### config.mk
export PLATFORM = sky130hd
export DESIGN_NAME = steim_record_decoder_top_flat
export DESIGN_NICKNAME = d
export VERILOG_FILES = /design/src/rtl/steim_pkg.sv /design/src/rtl/steim_in_if.sv /design/src/rtl/steim_out_if.sv /design/src/rtl/steim_front.sv /design/src/rtl/steim_queue.sv /design/src/rtl/steim_back.sv /design/src/rtl/steim_record_decoder_top.sv /design/src/flat_wrapper.sv
export VERILOG_INCLUDE_DIRS = /design/src /design/src/rtl
export SDC_FILE = /design/constraint.sdc
export NUM_CORES = 1
export LEC_CHECK = 0
export ABC_AREA = 1
export BUFFER_PORTS_ARGS = -buffer_cell sky130_fd_sc_hd__buf_2
export CAP_MARGIN = 20
export CORE_ASPECT_RATIO = 1.75
export CORE_MARGIN = 5
export CORE_UTILIZATION = 40
export CTS_CLUSTER_SIZE = 20
export DETAILED_ROUTE_END_ITERATION = 8
export GPL_TIMING_DRIVEN = 0
export SLEW_MARGIN = 10
export SYNTH_ARGS = -nofsm -noshare
export SYNTH_HDL_FRONTEND = slang
export SYNTH_SLANG_ARGS = --single-unit
### constraint.sdc
create_clock -name clk -period 8.1 [get_ports clk]
set_clock_uncertainty 0.15 [all_clocks]
set_input_delay 0.81 -clock clk [delete_from_list [all_inputs] [get_ports clk]]
set_output_delay 0.81 -clock clk [all_outputs]
set_load 0.05 [all_outputs]
### src/rtl/assert_macros.svh
// Shared concurrent assertion macros; clk and arst_n come from the using module.
`ifndef ASSERT_MACROS_SVH
`define ASSERT_MACROS_SVH

`define ASSERT_ALWAYS(label, expr, msg) \
	label: assert property (@(posedge clk) disable iff (!arst_n) (expr)) else $error(msg);

`define ASSERT_IMPLY(label, ante, cons, msg) \
	label: assert property (@(posedge clk) disable iff (!arst_n) (ante) |-> (cons)) \
		else $error(msg);

`endif

### src/rtl/steim_pkg.sv
`default_nettype none
package steim_pkg;

	localparam int COUNT_BITS_DEFAULT = 16;
	localparam int QUEUE_DEPTH = 4;
	localparam int VERSION_RESET = 1;
	localparam int SAMPLE_COUNT_RESET = 1;

	localparam logic REG_VERSION = 1'b0;
	localparam logic REG_SAMPLE_COUNT = 1'b1;

	typedef enum logic [1:0] {
		STATUS_OK = 2'd0,
		STATUS_BAD_WORD = 2'd1,
		STATUS_SHORT = 2'd2
	} status_t;

	typedef enum logic [1:0] {
		KIND_NONE,
		KIND_START,
		KIND_DATA,
		KIND_BAD
	} kind_t;

	typedef enum logic [3:0] {
		FMT_8X4,
		FMT_16X2,
		FMT_32X1,
		FMT_30X1,
		FMT_15X2,
		FMT_10X3,
		FMT_6X5,
		FMT_5X6,
		FMT_4X7
	} fmt_t;

	typedef struct packed {
		kind_t kind;
		fmt_t fmt;
		logic [31:0] word;
		logic eor;
	} cmd_t;

	function automatic logic [2:0] fmt_count(fmt_t fmt);
		case (fmt)
			FMT_8X4: return 3'd4;
			FMT_16X2: return 3'd2;
			FMT_32X1: return 3'd1;
			FMT_30X1: return 3'd1;
			FMT_15X2: return 3'd2;
			FMT_10X3: return 3'd3;
			FMT_6X5: return 3'd5;
			FMT_5X6: return 3'd6;
			FMT_4X7: return 3'd7;
			default: return 3'd1;
		endcase
	endfunction

	function automatic logic [5:0] fmt_bits(fmt_t fmt);
		case (fmt)
			FMT_8X4: return 6'd8;
			FMT_16X2: return 6'd16;
			FMT_32X1: return 6'd32;
			FMT_30X1: return 6'd30;
			FMT_15X2: return 6'd15;
			FMT_10X3: return 6'd10;
			FMT_6X5: return 6'd6;
			FMT_5X6: return 6'd5;
			FMT_4X7: return 6'd4;
			default: return 6'd32;
		endcase
	endfunction

	function automatic logic [5:0] fmt_top(fmt_t fmt);
		case (fmt)
			FMT_8X4, FMT_16X2, FMT_32X1: return 6'd32;
			FMT_4X7: return 6'd28;
			default: return 6'd30;
		endcase
	endfunction

	// Move field k to the top, then sign-extend it back down.
	function automatic logic [31:0] fmt_diff(logic [31:0] word, fmt_t fmt, logic [2:0] k);
		logic [7:0] lsh;
		logic [5:0] rsh;
		logic [31:0] moved;
		lsh = 8'd32 - {2'b00, fmt_top(fmt)} + {2'b00, fmt_bits(fmt)} * {5'b00000, k};
		rsh = 6'd32 - fmt_bits(fmt);
		moved = word << lsh[4:0];
		return 32'($signed(moved) >>> rsh[4:0]);
	endfunction

endpackage
`default_nettype wire

### src/rtl/steim_in_if.sv
`default_nettype none
interface steim_in_if;
	logic valid;
	logic ready;
	logic [31:0] data_word;
	logic end_of_record;

	modport source(output valid, data_word, end_of_record, input ready);
	modport sink(input valid, data_word, end_of_record, output ready);
endinterface
`default_nettype wire

### src/rtl/steim_out_if.sv
`default_nettype none
interface steim_out_if;
	logic valid;
	logic ready;
	logic signed [31:0] sample;
	logic has_sample;
	logic record_done;
	logic [1:0] status;

	modport source(output valid, sample, has_sample, record_done, status, input ready);
	modport sink(input valid, sample, has_sample, record_done, status, output ready);
endinterface
`default_nettype wire

### src/rtl/steim_front.sv
`default_nettype none
module steim_front (
	input wire logic clk,
	input wire logic arst_n,
	steim_in_if.sink words,
	input wire logic steim_version,
	input wire logic queue_full,
	output logic push,
	output steim_pkg::cmd_t cmd
);
	import steim_pkg::*;

	logic [3:0] word_in_frame_q;
	logic in_first_frame_q;
	logic [31:0] control_q;
	logic [1:0] nib;
	logic [1:0] dnib;

	assign words.ready = !queue_full;
	assign push = words.valid && words.ready;
	assign nib = control_q[{~word_in_frame_q, 1'b0} +: 2];
	assign dnib = words.data_word[31:30];

	always_comb begin
		cmd.word = words.data_word;
		cmd.eor = words.end_of_record;
		cmd.kind = KIND_NONE;
		cmd.fmt = FMT_8X4;
		if (word_in_frame_q == 4'd0) begin
			cmd.kind = KIND_NONE;
		end else if (in_first_frame_q && word_in_frame_q == 4'd1) begin
			cmd.kind = KIND_START;
		end else if (in_first_frame_q && word_in_frame_q == 4'd2) begin
			cmd.kind = KIND_NONE;
		end else if (nib == 2'd1) begin
			cmd.kind = KIND_DATA;
			cmd.fmt = FMT_8X4;
		end else if (nib != 2'd0) begin
			cmd.kind = KIND_DATA;
			if (!steim_version) begin
				cmd.fmt = (nib == 2'd2) ? FMT_16X2 : FMT_32X1;
			end else if (nib == 2'd2) begin
				case (dnib)
					2'd1: cmd.fmt = FMT_30X1;
					2'd2: cmd.fmt = FMT_15X2;
					2'd3: cmd.fmt = FMT_10X3;
					default: cmd.kind = KIND_BAD;
				endcase
			end else begin
				case (dnib)
					2'd0: cmd.fmt = FMT_6X5;
					2'd1: cmd.fmt = FMT_5X6;
					2'd2: cmd.fmt = FMT_4X7;
					default: cmd.kind = KIND_BAD;
				endcase
			end
		end
	end

	always_ff @(posedge clk or negedge arst_n) begin
		if (!arst_n) begin
			word_in_frame_q <= 4'd0;
			in_first_frame_q <= 1'b1;
			control_q <= 32'd0;
		end else if (push) begin
			if (words.end_of_record) begin
				word_in_frame_q <= 4'd0;
				in_first_frame_q <= 1'b1;
				control_q <= 32'd0;
			end else begin
				word_in_frame_q <= word_in_frame_q + 4'd1;
				if (word_in_frame_q == 4'd15) begin
					in_first_frame_q <= 1'b0;
				end
				if (word_in_frame_q == 4'd0) begin
					control_q <= words.data_word;
				end
			end
		end
	end

endmodule
`default_nettype wire

### src/rtl/steim_queue.sv
`default_nettype none
module steim_queue (
	input wire logic clk,
	input wire logic arst_n,
	input wire logic push,
	input steim_pkg::cmd_t push_cmd,
	input wire logic pop,
	output logic full,
	output logic head_valid,
	output steim_pkg::cmd_t head
);
	import steim_pkg::*;

	`include "assert_macros.svh"

	localparam int PW = $clog2(QUEUE_DEPTH);

	cmd_t entry_q [QUEUE_DEPTH];
	logic [PW-1:0] wptr_q;
	logic [PW-1:0] rptr_q;
	logic [PW:0] count_q;

	assign full = (count_q == (PW+1)'(QUEUE_DEPTH));
	assign head_valid = (count_q != '0);
	assign head = entry_q[rptr_q];

	always_ff @(posedge clk) begin
		if (push) begin
			entry_q[wptr_q] <= push_cmd;
		end
	end

	always_ff @(posedge clk or negedge arst_n) begin
		if (!arst_n) begin
			wptr_q <= '0;
			rptr_q <= '0;
			count_q <= '0;
		end else begin
			if (push) begin
				wptr_q <= (wptr_q == PW'(QUEUE_DEPTH - 1)) ? '0 : wptr_q + 1'b1;
			end
			if (pop) begin
				rptr_q <= (rptr_q == PW'(QUEUE_DEPTH - 1)) ? '0 : rptr_q + 1'b1;
			end
			case ({push, pop})
				2'b10: count_q <= count_q + 1'b1;
				2'b01: count_q <= count_q - 1'b1;
				default: count_q <= count_q;
			endcase
		end
	end

	`ASSERT_ALWAYS(a_count_bound, count_q <= (PW+1)'(QUEUE_DEPTH), "queue count overflow")
	`ASSERT_IMPLY(a_pop_nonempty, pop, head_valid, "pop from empty queue")

endmodule
`default_nettype wire

### src/rtl/steim_back.sv
`default_nettype none
module steim_back #(
	parameter int COUNT_BITS = steim_pkg::COUNT_BITS_DEFAULT
) (
	input wire logic clk,
	input wire logic arst_n,
	input wire logic head_valid,
	input steim_pkg::cmd_t head,
	output logic pop,
	input wire logic [15:0] sample_count,
	steim_out_if.source samples
);
	import steim_pkg::*;

	`include "assert_macros.svh"

	localparam int CW = (COUNT_BITS > 16) ? COUNT_BITS : 16;

	logic error_q;
	logic [COUNT_BITS-1:0] emitted_q;
	logic first_used_q;
	logic [31:0] prior_q;
	logic [31:0] start_q;
	logic [2:0] k_q;

	logic out_valid_q;
	logic [31:0] sample_q;
	logic has_sample_q;
	logic record_done_q;
	status_t status_q;

	logic out_free;
	logic fire;
	logic active;
	logic emit;
	logic last_sample;
	logic done;
	logic produce;
	logic error_next;
	logic [COUNT_BITS-1:0] cnt_next;
	logic [CW-1:0] emitted_x;
	logic [CW-1:0] next_x;
	logic [CW-1:0] final_x;
	logic [CW-1:0] limit_x;
	logic [31:0] sample_value;
	status_t status_value;

	assign out_free = !out_valid_q || samples.ready;
	assign fire = head_valid && out_free;

	assign emitted_x = CW'(emitted_q);
	assign cnt_next = emitted_q + 1'b1;
	assign next_x = CW'(cnt_next);
	assign limit_x = CW'(sample_count);

	assign active = !error_q && head.kind == KIND_DATA && emitted_x < limit_x && !(&emitted_q);
	assign emit = fire && active;
	assign last_sample = (k_q + 3'd1 == fmt_count(head.fmt)) || (next_x >= limit_x)
		|| (&cnt_next);
	assign pop = fire && (!active || last_sample);
	assign done = pop && head.eor;
	assign produce = emit || done;

	assign error_next = error_q || (head.kind == KIND_BAD && emitted_x < limit_x);
	assign final_x = emit ? next_x : emitted_x;
	assign sample_value = first_used_q ? prior_q + fmt_diff(head.word, head.fmt, k_q) : start_q;

	always_comb begin
		if (error_next) begin
			status_value = STATUS_BAD_WORD;
		end else if (final_x < limit_x) begin
			status_value = STATUS_SHORT;
		end else begin
			status_value = STATUS_OK;
		end
	end

	always_ff @(posedge clk or negedge arst_n) begin
		if (!arst_n) begin
			error_q <= 1'b0;
			emitted_q <= '0;
			first_used_q <= 1'b0;
			prior_q <= 32'd0;
			start_q <= 32'd0;
			k_q <= 3'd0;
		end else if (fire) begin
			if (done) begin
				error_q <= 1'b0;
				emitted_q <= '0;
				first_used_q <= 1'b0;
				prior_q <= 32'd0;
				start_q <= 32'd0;
				k_q <= 3'd0;
			end else begin
				error_q <= error_next;
				if (head.kind == KIND_START && !error_q) begin
					start_q <= head.word;
				end
				if (emit) begin
					prior_q <= sample_value;
					emitted_q <= cnt_next;
					first_used_q <= 1'b1;
					k_q <= last_sample ? 3'd0 : k_q + 3'd1;
				end
			end
		end
	end

	always_ff @(posedge clk or negedge arst_n) begin
		if (!arst_n) begin
			out_valid_q <= 1'b0;
		end else if (out_free) begin
			out_valid_q <= fire && produce;
		end
	end

	always_ff @(posedge clk) begin
		if (fire && produce) begin
			sample_q <= emit ? sample_value : 32'd0;
			has_sample_q <= emit;
			record_done_q <= done;
			status_q <= done ? status_value : STATUS_OK;
		end
	end

	assign samples.valid = out_valid_q;
	assign samples.sample = $signed(sample_q);
	assign samples.has_sample = has_sample_q;
	assign samples.record_done = record_done_q;
	assign samples.status = status_q;

	`ASSERT_IMPLY(a_empty_is_done, out_valid_q && !has_sample_q, record_done_q,
		"result without sample must close the record")
	`ASSERT_IMPLY(a_status_at_done, out_valid_q && !record_done_q, status_q == STATUS_OK,
		"status set outside record end")

endmodule
`default_nettype wire

### src/rtl/steim_record_decoder_top.sv
`default_nettype none
// Steim-1/Steim-2 record decoder. Record words enter on the words channel, one
// transaction per 32-bit word, and reconstructed samples leave on the samples
// channel, one result per transaction. The front end takes one word per cycle
// while its four-entry queue has room; the back end retires one queued word per
// cycle while the samples channel is not stalled, except that a word unpacking
// into n samples stays at the queue head until all n are out (up to seven, for a
// Steim-2 word of seven 4-bit differences). A word's first result passes through
// its queue entry and then the output register before it is valid.
// record_done and status (0 ok, 1 bad word seen, 2 short record) ride on the last
// result of the end-of-record word; when that word yields no sample, it yields one
// result without a sample. Registers: steim_version at address 0, sample_count at
// address 4; write them only while the block is idle.
module steim_record_decoder_top #(
	parameter int COUNT_BITS = steim_pkg::COUNT_BITS_DEFAULT
) (
	input wire logic clk,
	input wire logic arst_n,
	steim_in_if.sink words,
	steim_out_if.source samples,
	input wire logic psel,
	input wire logic penable,
	input wire logic pwrite,
	input wire logic [2:0] paddr,
	input wire logic [31:0] pwdata,
	output logic [31:0] prdata,
	output logic pready
);
	import steim_pkg::*;

	logic steim_version_q;
	logic [15:0] sample_count_q;
	logic cfg_write;

	logic push;
	cmd_t push_cmd;
	logic queue_full;
	logic head_valid;
	cmd_t head;
	logic pop;

	assign pready = 1'b1;
	assign cfg_write = psel && penable && pwrite;
	assign prdata = (paddr[2] == REG_SAMPLE_COUNT) ? {16'd0, sample_count_q}
		: {31'd0, steim_version_q};

	always_ff @(posedge clk or negedge arst_n) begin
		if (!arst_n) begin
			steim_version_q <= 1'(VERSION_RESET);
			sample_count_q <= 16'(SAMPLE_COUNT_RESET);
		end else if (cfg_write) begin
			case (paddr[2])
				REG_VERSION: steim_version_q <= pwdata[0];
				REG_SAMPLE_COUNT: sample_count_q <= pwdata[15:0];
				default: sample_count_q <= sample_count_q;
			endcase
		end
	end

	steim_front u_front (
		.clk(clk),
		.arst_n(arst_n),
		.words(words),
		.steim_version(steim_version_q),
		.queue_full(queue_full),
		.push(push),
		.cmd(push_cmd)
	);

	steim_queue u_queue (
		.clk(clk),
		.arst_n(arst_n),
		.push(push),
		.push_cmd(push_cmd),
		.pop(pop),
		.full(queue_full),
		.head_valid(head_valid),
		.head(head)
	);

	steim_back #(
		.COUNT_BITS(COUNT_BITS)
	) u_back (
		.clk(clk),
		.arst_n(arst_n),
		.head_valid(head_valid),
		.head(head),
		.pop(pop),
		.sample_count(sample_count_q),
		.samples(samples)
	);

endmodule
`default_nettype wire

### src/flat_wrapper.sv
// flat-port wrapper written by rule: the top's interface ports become plain ports
module steim_record_decoder_top_flat import steim_pkg::*;
#(
	parameter int COUNT_BITS = steim_pkg::COUNT_BITS_DEFAULT
)
  (clk, arst_n, psel, penable, pwrite, paddr, pwdata, prdata, pready, words_valid, words_data_word, words_end_of_record, words_ready, samples_valid, samples_sample, samples_has_sample, samples_record_done, samples_status, samples_ready);
  steim_in_if words_i ();
  steim_out_if samples_i ();
  input wire logic clk;
  input wire logic arst_n;
  input wire logic psel;
  input wire logic penable;
  input wire logic pwrite;
  input wire logic [2:0] paddr;
  input wire logic [31:0] pwdata;
  output logic [31:0] prdata;
  output logic pready;
  input wire logic [$bits(words_i.valid)-1:0] words_valid;
  input wire logic [$bits(words_i.data_word)-1:0] words_data_word;
  input wire logic [$bits(words_i.end_of_record)-1:0] words_end_of_record;
  output wire logic [$bits(words_i.ready)-1:0] words_ready;
  output wire logic [$bits(samples_i.valid)-1:0] samples_valid;
  output wire logic [$bits(samples_i.sample)-1:0] samples_sample;
  output wire logic [$bits(samples_i.has_sample)-1:0] samples_has_sample;
  output wire logic [$bits(samples_i.record_done)-1:0] samples_record_done;
  output wire logic [$bits(samples_i.status)-1:0] samples_status;
  input wire logic [$bits(samples_i.ready)-1:0] samples_ready;
  assign words_i.valid = words_valid;
  assign words_i.data_word = words_data_word;
  assign words_i.end_of_record = words_end_of_record;
  assign words_ready = words_i.ready;
  assign samples_valid = samples_i.valid;
  assign samples_sample = samples_i.sample;
  assign samples_has_sample = samples_i.has_sample;
  assign samples_record_done = samples_i.record_done;
  assign samples_status = samples_i.status;
  assign samples_i.ready = samples_ready;
  steim_record_decoder_top #(.COUNT_BITS(COUNT_BITS)) u_core (.clk(clk), .arst_n(arst_n), .words(words_i), .samples(samples_i), .psel(psel), .penable(penable), .pwrite(pwrite), .paddr(paddr), .pwdata(pwdata), .prdata(prdata), .pready(pready));
endmodule
==> metrics.txt, run 1 <==
status finished clean; CP max FO 10; initial core utilization 40.4%; GRT Util Overall a little over a quarter; Die Wd roughly 190 um; flop-to-flop setup slack 0.23 ns; H-tree Lvls 2; post-layout min period around 7.9 ns; # DRC 0; Final #Nets 3222; Clock transition at path regs 0.06 ns; commonest non-fill, non-tap cell in the layout nand2_1; Fin. Hold Viols 0; Synth area leaders edfxtp_1, dfrtp_1, nand3_1; final-layout fill cell count 5426; Largest stage delay, worst path 0.65 ns; met3 wire length between 3 and 4 mm; reg-to-reg startpoint u_core.u_queue.rptr_q[0]$_DFFE_PN0P_; number of flops mapped to enable cells by yosys about 190; total CTS buffers 36; Final Cell Area 25700 sq um; synthesized area about 22000 sq um; via density per instance around 5.6; Critical Setup Path Class reg2reg; CTS max path bufs 3; Hold WC Path Type in2async; Tcrit/Tclk final between 90 and 100%; layout cells sized above 1 15.6%; post-synth top area share a little over a quarter; GRT overflow 0; initial antenna violation count 0; antenna cells 0; number of buffers and inverters on the critical path 11; FF/Latch Area roughly 9400 sq um; vias in the first global route around 21k; share of synthesized registers carrying an async set or reset a little over two fifths; clk_lat worst skew 0.55 ns; RSZ-0062 raised after global routing yes; Max-Slew Margin vs Limit 22.0%; Area Growth Syn to Fin 17.1%; cts hold-fix bufs 0; crit path DAT 7.99 ns; synth warn 0; Metal-1 WL 28.2 mm; dpl cell area 23600 sq um; Worst R2R End u_core.u_back.samples.sample[28]$_SDFFCE_PN0P_; vias about 21k; sequential area share after synthesis 43.1%; Crit path max-delay family simple AND/OR/NAND/NOR gates; Worst-Margin Slew approximately 1.2 ns; routability cong. 1.04; Root Driver clkbuf_16; # rows around 110; Finished Core Util about 47%; reg2reg path depth 45; Data required, critical path between 8 and 9 ns; area occupied by multi-input gates between 10000 and 15000 sq um; CTS tree built; routed wl met2 about 44 mm; Core ar. approximately 54000 sq um; DRT Wirelength about 83 mm; routed len/inst 22.2 um; crit path capture type flop; # Max-Cap Violations 0; first-pass GRT wire length 125 mm; Yosys cell types 60; Max Clk Rate roughly 130 MHz; DIE AREA between 50000 and 60000 sq um; Final Slew Violations 0; Iter 0 DRT Violations approximately 1.3k; CTS sink count 339; I/O pin count between 100 and 150; most frequent cells in the layout nand2_1, nand3_1, inv_1; die height 320 um; crit start category flop; port bufs 109; DR pass1 iterations 6; slowest CP cell fa_2; Max Used Layer met4; Routed Antenna Nets 0; Cells after Synth 2845; Final Setup Violations 0; Post-DP HPWL 66.6 mm; area leader, netlist edfxtp_1; Syn Area/Cell 7.71 sq um; pin count of the biggest net entering global routing 76; most used flip-flop cell after synthesis edfxtp_1; Seq cells post-synth ~340
[flip-flops by register name, summed over array words and instances (netlist names)]
signal                             flops
u_core.u_front.control_q              32
u_core.u_back.samples.valid            1
u_core.u_front.in_first_frame_q        1
u_core.u_back.start_q                 32
u_core.u_back.emitted_q               16
u_core.u_back.samples.sample          32
u_core.u_back.first_used_q             1
u_core.u_queue.count_q                 3
u_core.u_back.k_q                      3
u_core.u_back.error_q                  1
u_core.u_front.word_in_frame_q         4
u_core.u_back.samples.record_done      1
u_core.u_back.prior_q                 32
u_core.u_queue.entry_q               156
u_core.u_queue.wptr_q                  2
u_core.u_back.samples.has_sample       1
u_core.sample_count_q                 16
u_core.u_queue.rptr_q                  2
u_core.u_back.samples.status           2
u_core.steim_version_q                 1
[worst reg2reg max path: cells and delay by family (launching register included)]
kind                     cells  cell delay [ns]
flip-flops                   1             0.40
AO/OA/AOI/OAI                5             0.86
adder cells (fa/ha/maj)      6             2.27
AND/OR/NAND/NOR             22             2.46
XOR/XNOR                     1             0.25
buffers and inverters       11             1.23
[through the flow]
| stage | setup WS, ns | instances | hold WS [ns] | setup TNS, ns |
|---|---|---|---|---|
| final | 0.228 | 3758 | 0.0532 | 0 |
| after global routing | -0.0822 | 3758 | 0.109 | -0.433 |
| after CTS | 0.00332 | 3745 | 0.0856 | 0 |
| after detailed placement | -2.53 | 3665 | 0.313 | -85.24 |
| after global placement | -2.53 | 3659 | 0.313 | -85.44 |
| after floorplan | 0.630 | 2860 | 0.296 | 0 |
[worst max-delay path by stage]
stage                                               from  slack (ns)                                             end  cells past startpoint
floorplan           u_core.u_queue.rptr_q[0]$_DFFE_PN0P_        0.63  u_core.u_back.samples.sample[28]$_SDFFCE_PN0P_                     50
global placement    u_core.u_queue.rptr_q[1]$_DFFE_PN0P_       -2.53  u_core.u_back.samples.sample[28]$_SDFFCE_PN0P_                     46
detailed placement  u_core.u_queue.rptr_q[1]$_DFFE_PN0P_       -2.53  u_core.u_back.samples.sample[30]$_SDFFCE_PN0P_                     44
CTS                 u_core.u_queue.rptr_q[0]$_DFFE_PN0P_       0.003  u_core.u_back.samples.sample[28]$_SDFFCE_PN0P_                     52
global route        u_core.u_queue.rptr_q[0]$_DFFE_PN0P_       -0.08  u_core.u_back.samples.sample[30]$_SDFFCE_PN0P_                     50
finish              u_core.u_queue.rptr_q[0]$_DFFE_PN0P_        0.23  u_core.u_back.samples.sample[28]$_SDFFCE_PN0P_                     45
[cells by family (layout without fill, tap and decap cells)]
family                     Yosys count  after routing  share of synthesized area, %
AOI/OAI and AO/OA                  376            376                          9.29
xor gates and xnor gates            37             37                          1.51
adders and majority gates          107            107                          6.34
buffers and inverters              431            638                          8.53
DFF                                339            339                          43.1
other                                2             17                        0.0342
and+or+nand+nor                   1553           1554                          31.2
[synthesized netlist by cell type, types with 5 or more instances]
cell type / n
dfrtp_1: 144
nand3_1: 548
a21boi_1: 5
buf_4: 27
o211ai_1: 11
ha_1: 100
or2_2: 27
a211oi_1: 8
nand2_2: 12
buf_1: 23
nor3_1: 14
inv_2: 11
xor2_1: 22
nand4_1: 35
xnor2_1: 14
a21oi_1: 123
edfxtp_1: 192
nand2_1: 701
buf_2: 43
o22ai_1: 8
inv_1: 252
fa_1: 7
clkbuf_1: 58
nor2_1: 190
a31oi_1: 8
buf_6: 13
o21ai_0: 177
o21ai_1: 14
[final cells by class]
type,instances,area share [%]
buffer,160,3.70
clock buffer,43,3.69
clock inverter,23,1.02
inverter,267,3.91
multi-input combinational,2091,43.9
sequential,339,36.8
tap,690,3.36
timing repair buffer,145,3.66
[routing by layer]
| layer | track usage [%] | vias to the layer above |
|---|---|---|
| li1 | - | 9936 |
| met1 | 26.8 | 9879 |
| met2 | 51.0 | 733 |
| met3 | 2.85 | 311 |
| met4 | 21.1 | 0 |
| met5 | 0 | - |
[what timing repair did]
item,in CTS,in global routing
gates cloned,0,2
setup buffers,17,12
pin swaps,17,26
gates resized for setup,96,75
endpoints found under the setup margin,62,34
Power of run 1 is left out: the tool's default activity adds up to more than one toggle a clock period on the data nets, which glitch-free logic cannot reach.
==> run 2: changes to the inputs <==
--- a/config.mk
+++ b/config.mk
@@ -17,3 +17,2 @@
 export GPL_TIMING_DRIVEN = 0
-export SLEW_MARGIN = 10
 export SYNTH_ARGS = -nofsm -noshare
==> constraint.sdc (replaced) <==
create_clock -name clk -period 8.1 [get_ports clk]
set_clock_uncertainty 0.15 [all_clocks]
set_input_delay 1.215 -clock clk [delete_from_list [all_inputs] [get_ports clk]]
set_output_delay 1.215 -clock clk [all_outputs]
set_load 0.05 [all_outputs]
==> run 2 against run 1 <==
  * Maximum frequency decreased by 0.35%
  * Global-route usage shrank 0.13 points
  * Register-to-register slack lost 0.03 ns
  * Die area stayed put
  * Setup slack lost 0.027 ns
  * Final cell count down 0.16%
  * Flip-flop and latch count is the same
  * Design area increased by 0.28%
  * Via count about the same
  * Count of clock-buffer cells in the layout increased by 1
  * Utilization is 0.13 points higher
  * Largest cell class unchanged
==> metrics.txt, run 2 (same netlist as run 1, synthesis figures left out) <==
Root Driver clkbuf_16; post-layout min period 7.90 ns (+0.0275 ns); GRT overflow 0 (unchanged); area occupied by multi-input gates 11400 sq um (+0.93%); Largest stage delay, worst path 0.67 ns (+0.02 ns); status finished clean; Post-DP HPWL 66.6 mm (about the same); dpl cell area 23600 sq um (about the same); I/O pin count 146 (unchanged); crit path capture type flop; initial core utilization 40.4% (unchanged); crit path DAT 8.03 ns (+0.04 ns); CP max FO 10 (unchanged); DIE AREA 59800 sq um (unchanged); Critical Setup Path Class reg2reg; worst setup margin 0.201 ns (-0.0275 ns); slowest CP cell fa_2; Largest register FFs 156 (unchanged); Final Slew Violations 0 (unchanged); H-tree Lvls 2 (unchanged); largest register by flop count u_core.u_queue.entry_q; most frequent cells in the layout nand2_1, nand3_1, inv_1; cts hold-fix bufs 0 (unchanged); Die Wd 187 um (unchanged); flop-to-flop setup slack 0.20 ns (-0.03 ns); Iter 0 DRT Violations 1334 (+5.7%); worst hold slack 0.323 ns (+0.270 ns); commonest non-fill, non-tap cell in the layout nand2_1; Final Cell Area 25800 sq um (+0.28%); Fin. Hold Viols 0 (unchanged); vias 20.9k (-0.029%); pre-CTS worst setup slack -2.54 ns (-0.0140 ns); pin count of the biggest net entering global routing 76 (unchanged); first-pass GRT wire length 124 mm (-0.76%); CTS sink count 339 (unchanged); port bufs 109 (unchanged); CTS max path bufs 3 (unchanged); die height 320 um (unchanged); Tcrit/Tclk final 97.5% (+0.34 points); Data required, critical path 8.23 ns (about the same); final-layout fill cell count 5467 (+0.76%); FF/Latch Area 9450 sq um (unchanged); routability cong. 1.04 (unchanged); Clock transition at path regs 0.07 ns (about the same); # rows 113 (unchanged); Final #Nets 3214 (-0.25%); routed len/inst 22.3 um (+0.37%); crit start category flop; clk_lat worst skew 0.56 ns (about the same); Hold WC Path Type reg2reg; Worst path most repeated cell nand3_2; Area Growth Syn to Fin 17.4%; DR pass1 iterations 5 (-1); # DRC 0 (unchanged); vias in the first global route 20.8k (-1.2%); via density per instance 5.56 (+0.13%); CTS tree built; Finished Core Util 47.4% (+0.13 points); # Max-Cap Violations 0 (unchanged); Final Setup Violations 0 (unchanged); Routed Antenna Nets 0 (unchanged); total CTS buffers 37 (+2.8%); Max Clk Rate 127 MHz (-0.35%); initial antenna violation count 0 (unchanged); Core ar. 54300 sq um (unchanged); DRT Wirelength 83.5 mm (+0.21%); GRT Util Overall 26.9% (-0.13 points); Max-Slew Margin vs Limit 30.2% (+8.3 points); layout cells sized above 1 15.9% (+0.36 points); Worst-Margin Slew 1.04 ns (-0.123 ns)
run 2: cell types whose count changed in the layout (fill, tap and decap cells not counted), moves of 3 or more:
cell	before	now
nand3_1	515	511
clkinv_8	0	3
ha_4	7	10
nand2_2	29	26
buf_4	59	51
nand3_2	34	38
o21ai_2	6	10
o21ai_0	170	167
clkbuf_2	0	3
nand2_1	680	684
run 2: critical path: cells and delay by family, from the launching register on:
kind	cells	cell delay [ns]
xor+xnor	1	0.27
compound gates	4	0.47
fa+ha+maj	7	2.57
buf+inv	12	1.25
flops	1	0.41
simple gates	23	2.48
run 2: final cells by class:
cell class                 count  share of cell area, %
inverter                     267                   3.90
clock inverter                24                   1.10
antenna                        1                0.00971
tap                          690                   3.35
timing repair buffer         135                   3.31
clock buffer                  44                   3.73
sequential                   339                   36.7
buffer                       161                   3.75
multi-input combinational   2091                   44.2
run 2: metal layers:
metal	share of wire, %	GRT usage, %	vias up
met4	9.2	19.5	0
met5	0	0	-
met1	34	26.4	9814
li1	-	-	9935
met3	4.2	3.11	325
met2	53	51.6	779
run 2: path summary, 6_finish.rpt:
kind                                                             from                                              to  depth (start not counted)
worst min-delay path            u_core.u_queue.count_q[0]$_DFFE_PN0P_           u_core.u_queue.count_q[0]$_DFFE_PN0P_                          1
worst max register to register   u_core.u_queue.rptr_q[0]$_DFFE_PN0P_  u_core.u_back.samples.sample[28]$_SDFFCE_PN0P_                         47
worst min register to register  u_core.u_queue.count_q[0]$_DFFE_PN0P_           u_core.u_queue.count_q[0]$_DFFE_PN0P_                          1
worst max-delay path             u_core.u_queue.rptr_q[0]$_DFFE_PN0P_  u_core.u_back.samples.sample[28]$_SDFFCE_PN0P_                         47
max in group asynchronous                                      arst_n            u_core.u_back.start_q[1]$_DFFE_PN0P_                          2
min in group asynchronous                                      arst_n            u_core.sample_count_q[1]$_DFFE_PN0P_                          1
run 2: metrics by stage:
step / cells / setup TNS, ns
finish: 3752 / 0
global route: 3751 / -0.101
CTS: 3738 / 0
detailed placement: 3664 / -86.10
global placement: 3659 / -85.44
floorplan: 2860 / 0
run 2: repair_timing:
item,CTS,global route
setup endpoints to repair,62,29
buffers inserted,9,11
cloned,0,2
pin swaps,16,29
gates resized for setup,94,97
Power of run 2 is left out for the same reason.
==> run 3: changes to the inputs <==
Settings changed: CORE_UTILIZATION 40 to 42, SKIP_CTS_REPAIR_TIMING set to 1.
==> run 3 against run 2 <==
  * Count of clock-buffer cells in the layout down 1
  * Sequential share of layout area down 0.29 points
  * Critical path depth up 3
  * Die area down 4.6%
  * Via count down 0.27%
  * Critical endpoint unchanged
  * Maximum frequency up 0.72%
==> metrics.txt, run 3 (same netlist as run 1, synthesis figures left out) <==
Hold WC Path Type reg2reg; Routed Antenna Nets 0 (unchanged); routed len/inst 21.7 um (-2.4%); Max Clk Rate 127 MHz (+0.72%); DIE AREA 57100 sq um (-4.6%); GRT overflow 0 (unchanged); final-layout fill cell count 5125 (-6.3%); # rows 110 (-2.7%); Final Cell Area 26000 sq um (+0.79%); via density per instance 5.55 (-0.16%); hold path depth 2 (+1); post-layout min period 7.84 ns (-0.0561 ns); Final #Nets 3230 (+0.50%); Crit path max-delay family adder cells; layout cells sized above 1 16.9% (+0.96 points); # Max-Cap Violations 0 (unchanged); H-tree Lvls 2 (unchanged); routability cong. 1.03 (-0.61%); slowest CP cell fa_1; FF/Latch Area 9450 sq um (unchanged); number of buffers and inverters on the critical path 13 (+1); vias 20.8k (-0.27%); total CTS buffers 36 (-2.7%); Tcrit/Tclk final 96.8% (-0.69 points); Largest stage delay, worst path 0.55 ns (-0.12 ns); reg2reg path depth 50 (+6.4%); worst setup margin 0.257 ns (+0.0561 ns); initial antenna violation count 0 (unchanged); dpl cell area 23500 sq um (-0.17%); port bufs 109 (unchanged); Worst path most repeated cell nand2_1; Fin. Hold Viols 0 (unchanged); Root Driver clkbuf_16; Clock transition at path regs 0.06 ns (about the same); crit path capture type flop; DR pass1 iterations 5 (unchanged); CP max FO 6 (-4); Die Wd 183 um (-2.3%); # DRC 0 (unchanged); Post-DP HPWL 64.8 mm (-2.7%); Worst-Margin Slew 1.03 ns (-0.0136 ns); vias in the first global route 20.7k (-0.53%); largest register by flop count u_core.u_queue.entry_q; Area Growth Syn to Fin 18.4%; die height 312 um (-2.3%); CTS max path bufs 3 (unchanged); Critical Setup Path Class reg2reg; Final Slew Violations 0 (unchanged); commonest non-fill, non-tap cell in the layout nand2_1; status finished clean; pre-CTS worst setup slack -2.66 ns (-0.118 ns); crit path DAT 7.98 ns (-0.05 ns); I/O pin count 146 (unchanged); most frequent cells in the layout nand2_1, nand3_1, inv_1; crit start category flop; Data required, critical path 8.24 ns (about the same); critical path depth 50 (+6.4%); antenna cells 0 (-1); DRT Wirelength 81.4 mm (-2.5%); Iter 0 DRT Violations 1353 (+1.4%); Final Setup Violations 0 (unchanged); initial core utilization 42.5% (+2.1 points); Largest register FFs 156 (unchanged); pin count of the biggest net entering global routing 79 (+3.9%); area occupied by multi-input gates 11500 sq um (+0.81%); GRT Util Overall 27.6% (+0.66 points); first-pass GRT wire length 121 mm (-2.0%); CTS tree built; worst hold slack 0.335 ns (+0.0117 ns); Core ar. 51600 sq um (-4.9%); CTS sink count 339 (unchanged); clk_lat worst skew 0.56 ns (about the same); Max-Slew Margin vs Limit 31.1% (+0.91 points)
[run 3: cell count changes in the layout (fill, tap and decap cells not counted), moves of 3 or more]
cell      change
buf_12        +4
buf_4         +6
clkbuf_1      -3
clkbuf_2      +5
inv_1         -3
nand2_1       -5
nand2_4       +5
nand3_1      -13
nand3_2       +9
nand3_4       +4
[run 3: worst min-delay path, cell delays in order (launching register included)]
cell	delay, ns
dfrtp_1	0.35
nand2_1	0.05
o21ai_0	0.06
[run 3: per-layer routing]
layer	up-vias	track usage, %	share of wire, %
met5	-	0	0
met4	0	18.5	8.0
met3	272	2.99	4.2
met2	717	51.7	53
met1	9854	28.3	35
li1	9954	-	-
[run 3: path summary, 6_finish.rpt]
check / from / endpoint / slack, ns
max reg2reg: u_core.u_queue.rptr_q[0]$_DFFE_PN0P_ / u_core.u_back.samples.sample[28]$_SDFFCE_PN0P_ / 0.26
min in group asynchronous: arst_n / u_core.u_back.samples.valid$_DFFE_PN0N_ / 0.49
max in group asynchronous: arst_n / u_core.u_back.start_q[25]$_DFFE_PN0P_ / 6.41
max: u_core.u_queue.rptr_q[0]$_DFFE_PN0P_ / u_core.u_back.samples.sample[28]$_SDFFCE_PN0P_ / 0.26
min: u_core.u_queue.count_q[1]$_DFFE_PN0P_ / u_core.u_queue.count_q[1]$_DFFE_PN0P_ / 0.33
min reg2reg: u_core.u_queue.count_q[1]$_DFFE_PN0P_ / u_core.u_queue.count_q[1]$_DFFE_PN0P_ / 0.33
[run 3: area by class of cell]
cell class,instances,area share [%]
multi-input combinational,2091,44.2
buffer,161,3.74
inverter,267,3.88
clock inverter,23,1.05
timing repair buffer,152,3.76
sequential,339,36.4
tap,672,3.24
clock buffer,43,3.77
[run 3: stage by stage]
stage               utilization (%)  instances  TNS [ns]
floorplan                         -       2860         0
global placement               45.3       3641    -87.65
detailed placement             45.6       3646    -91.49
CTS                            48.0       3712    -95.74
global route                   50.3       3748    -0.783
finish                         50.3       3748         0
Power of run 3 is left out for the same reason.
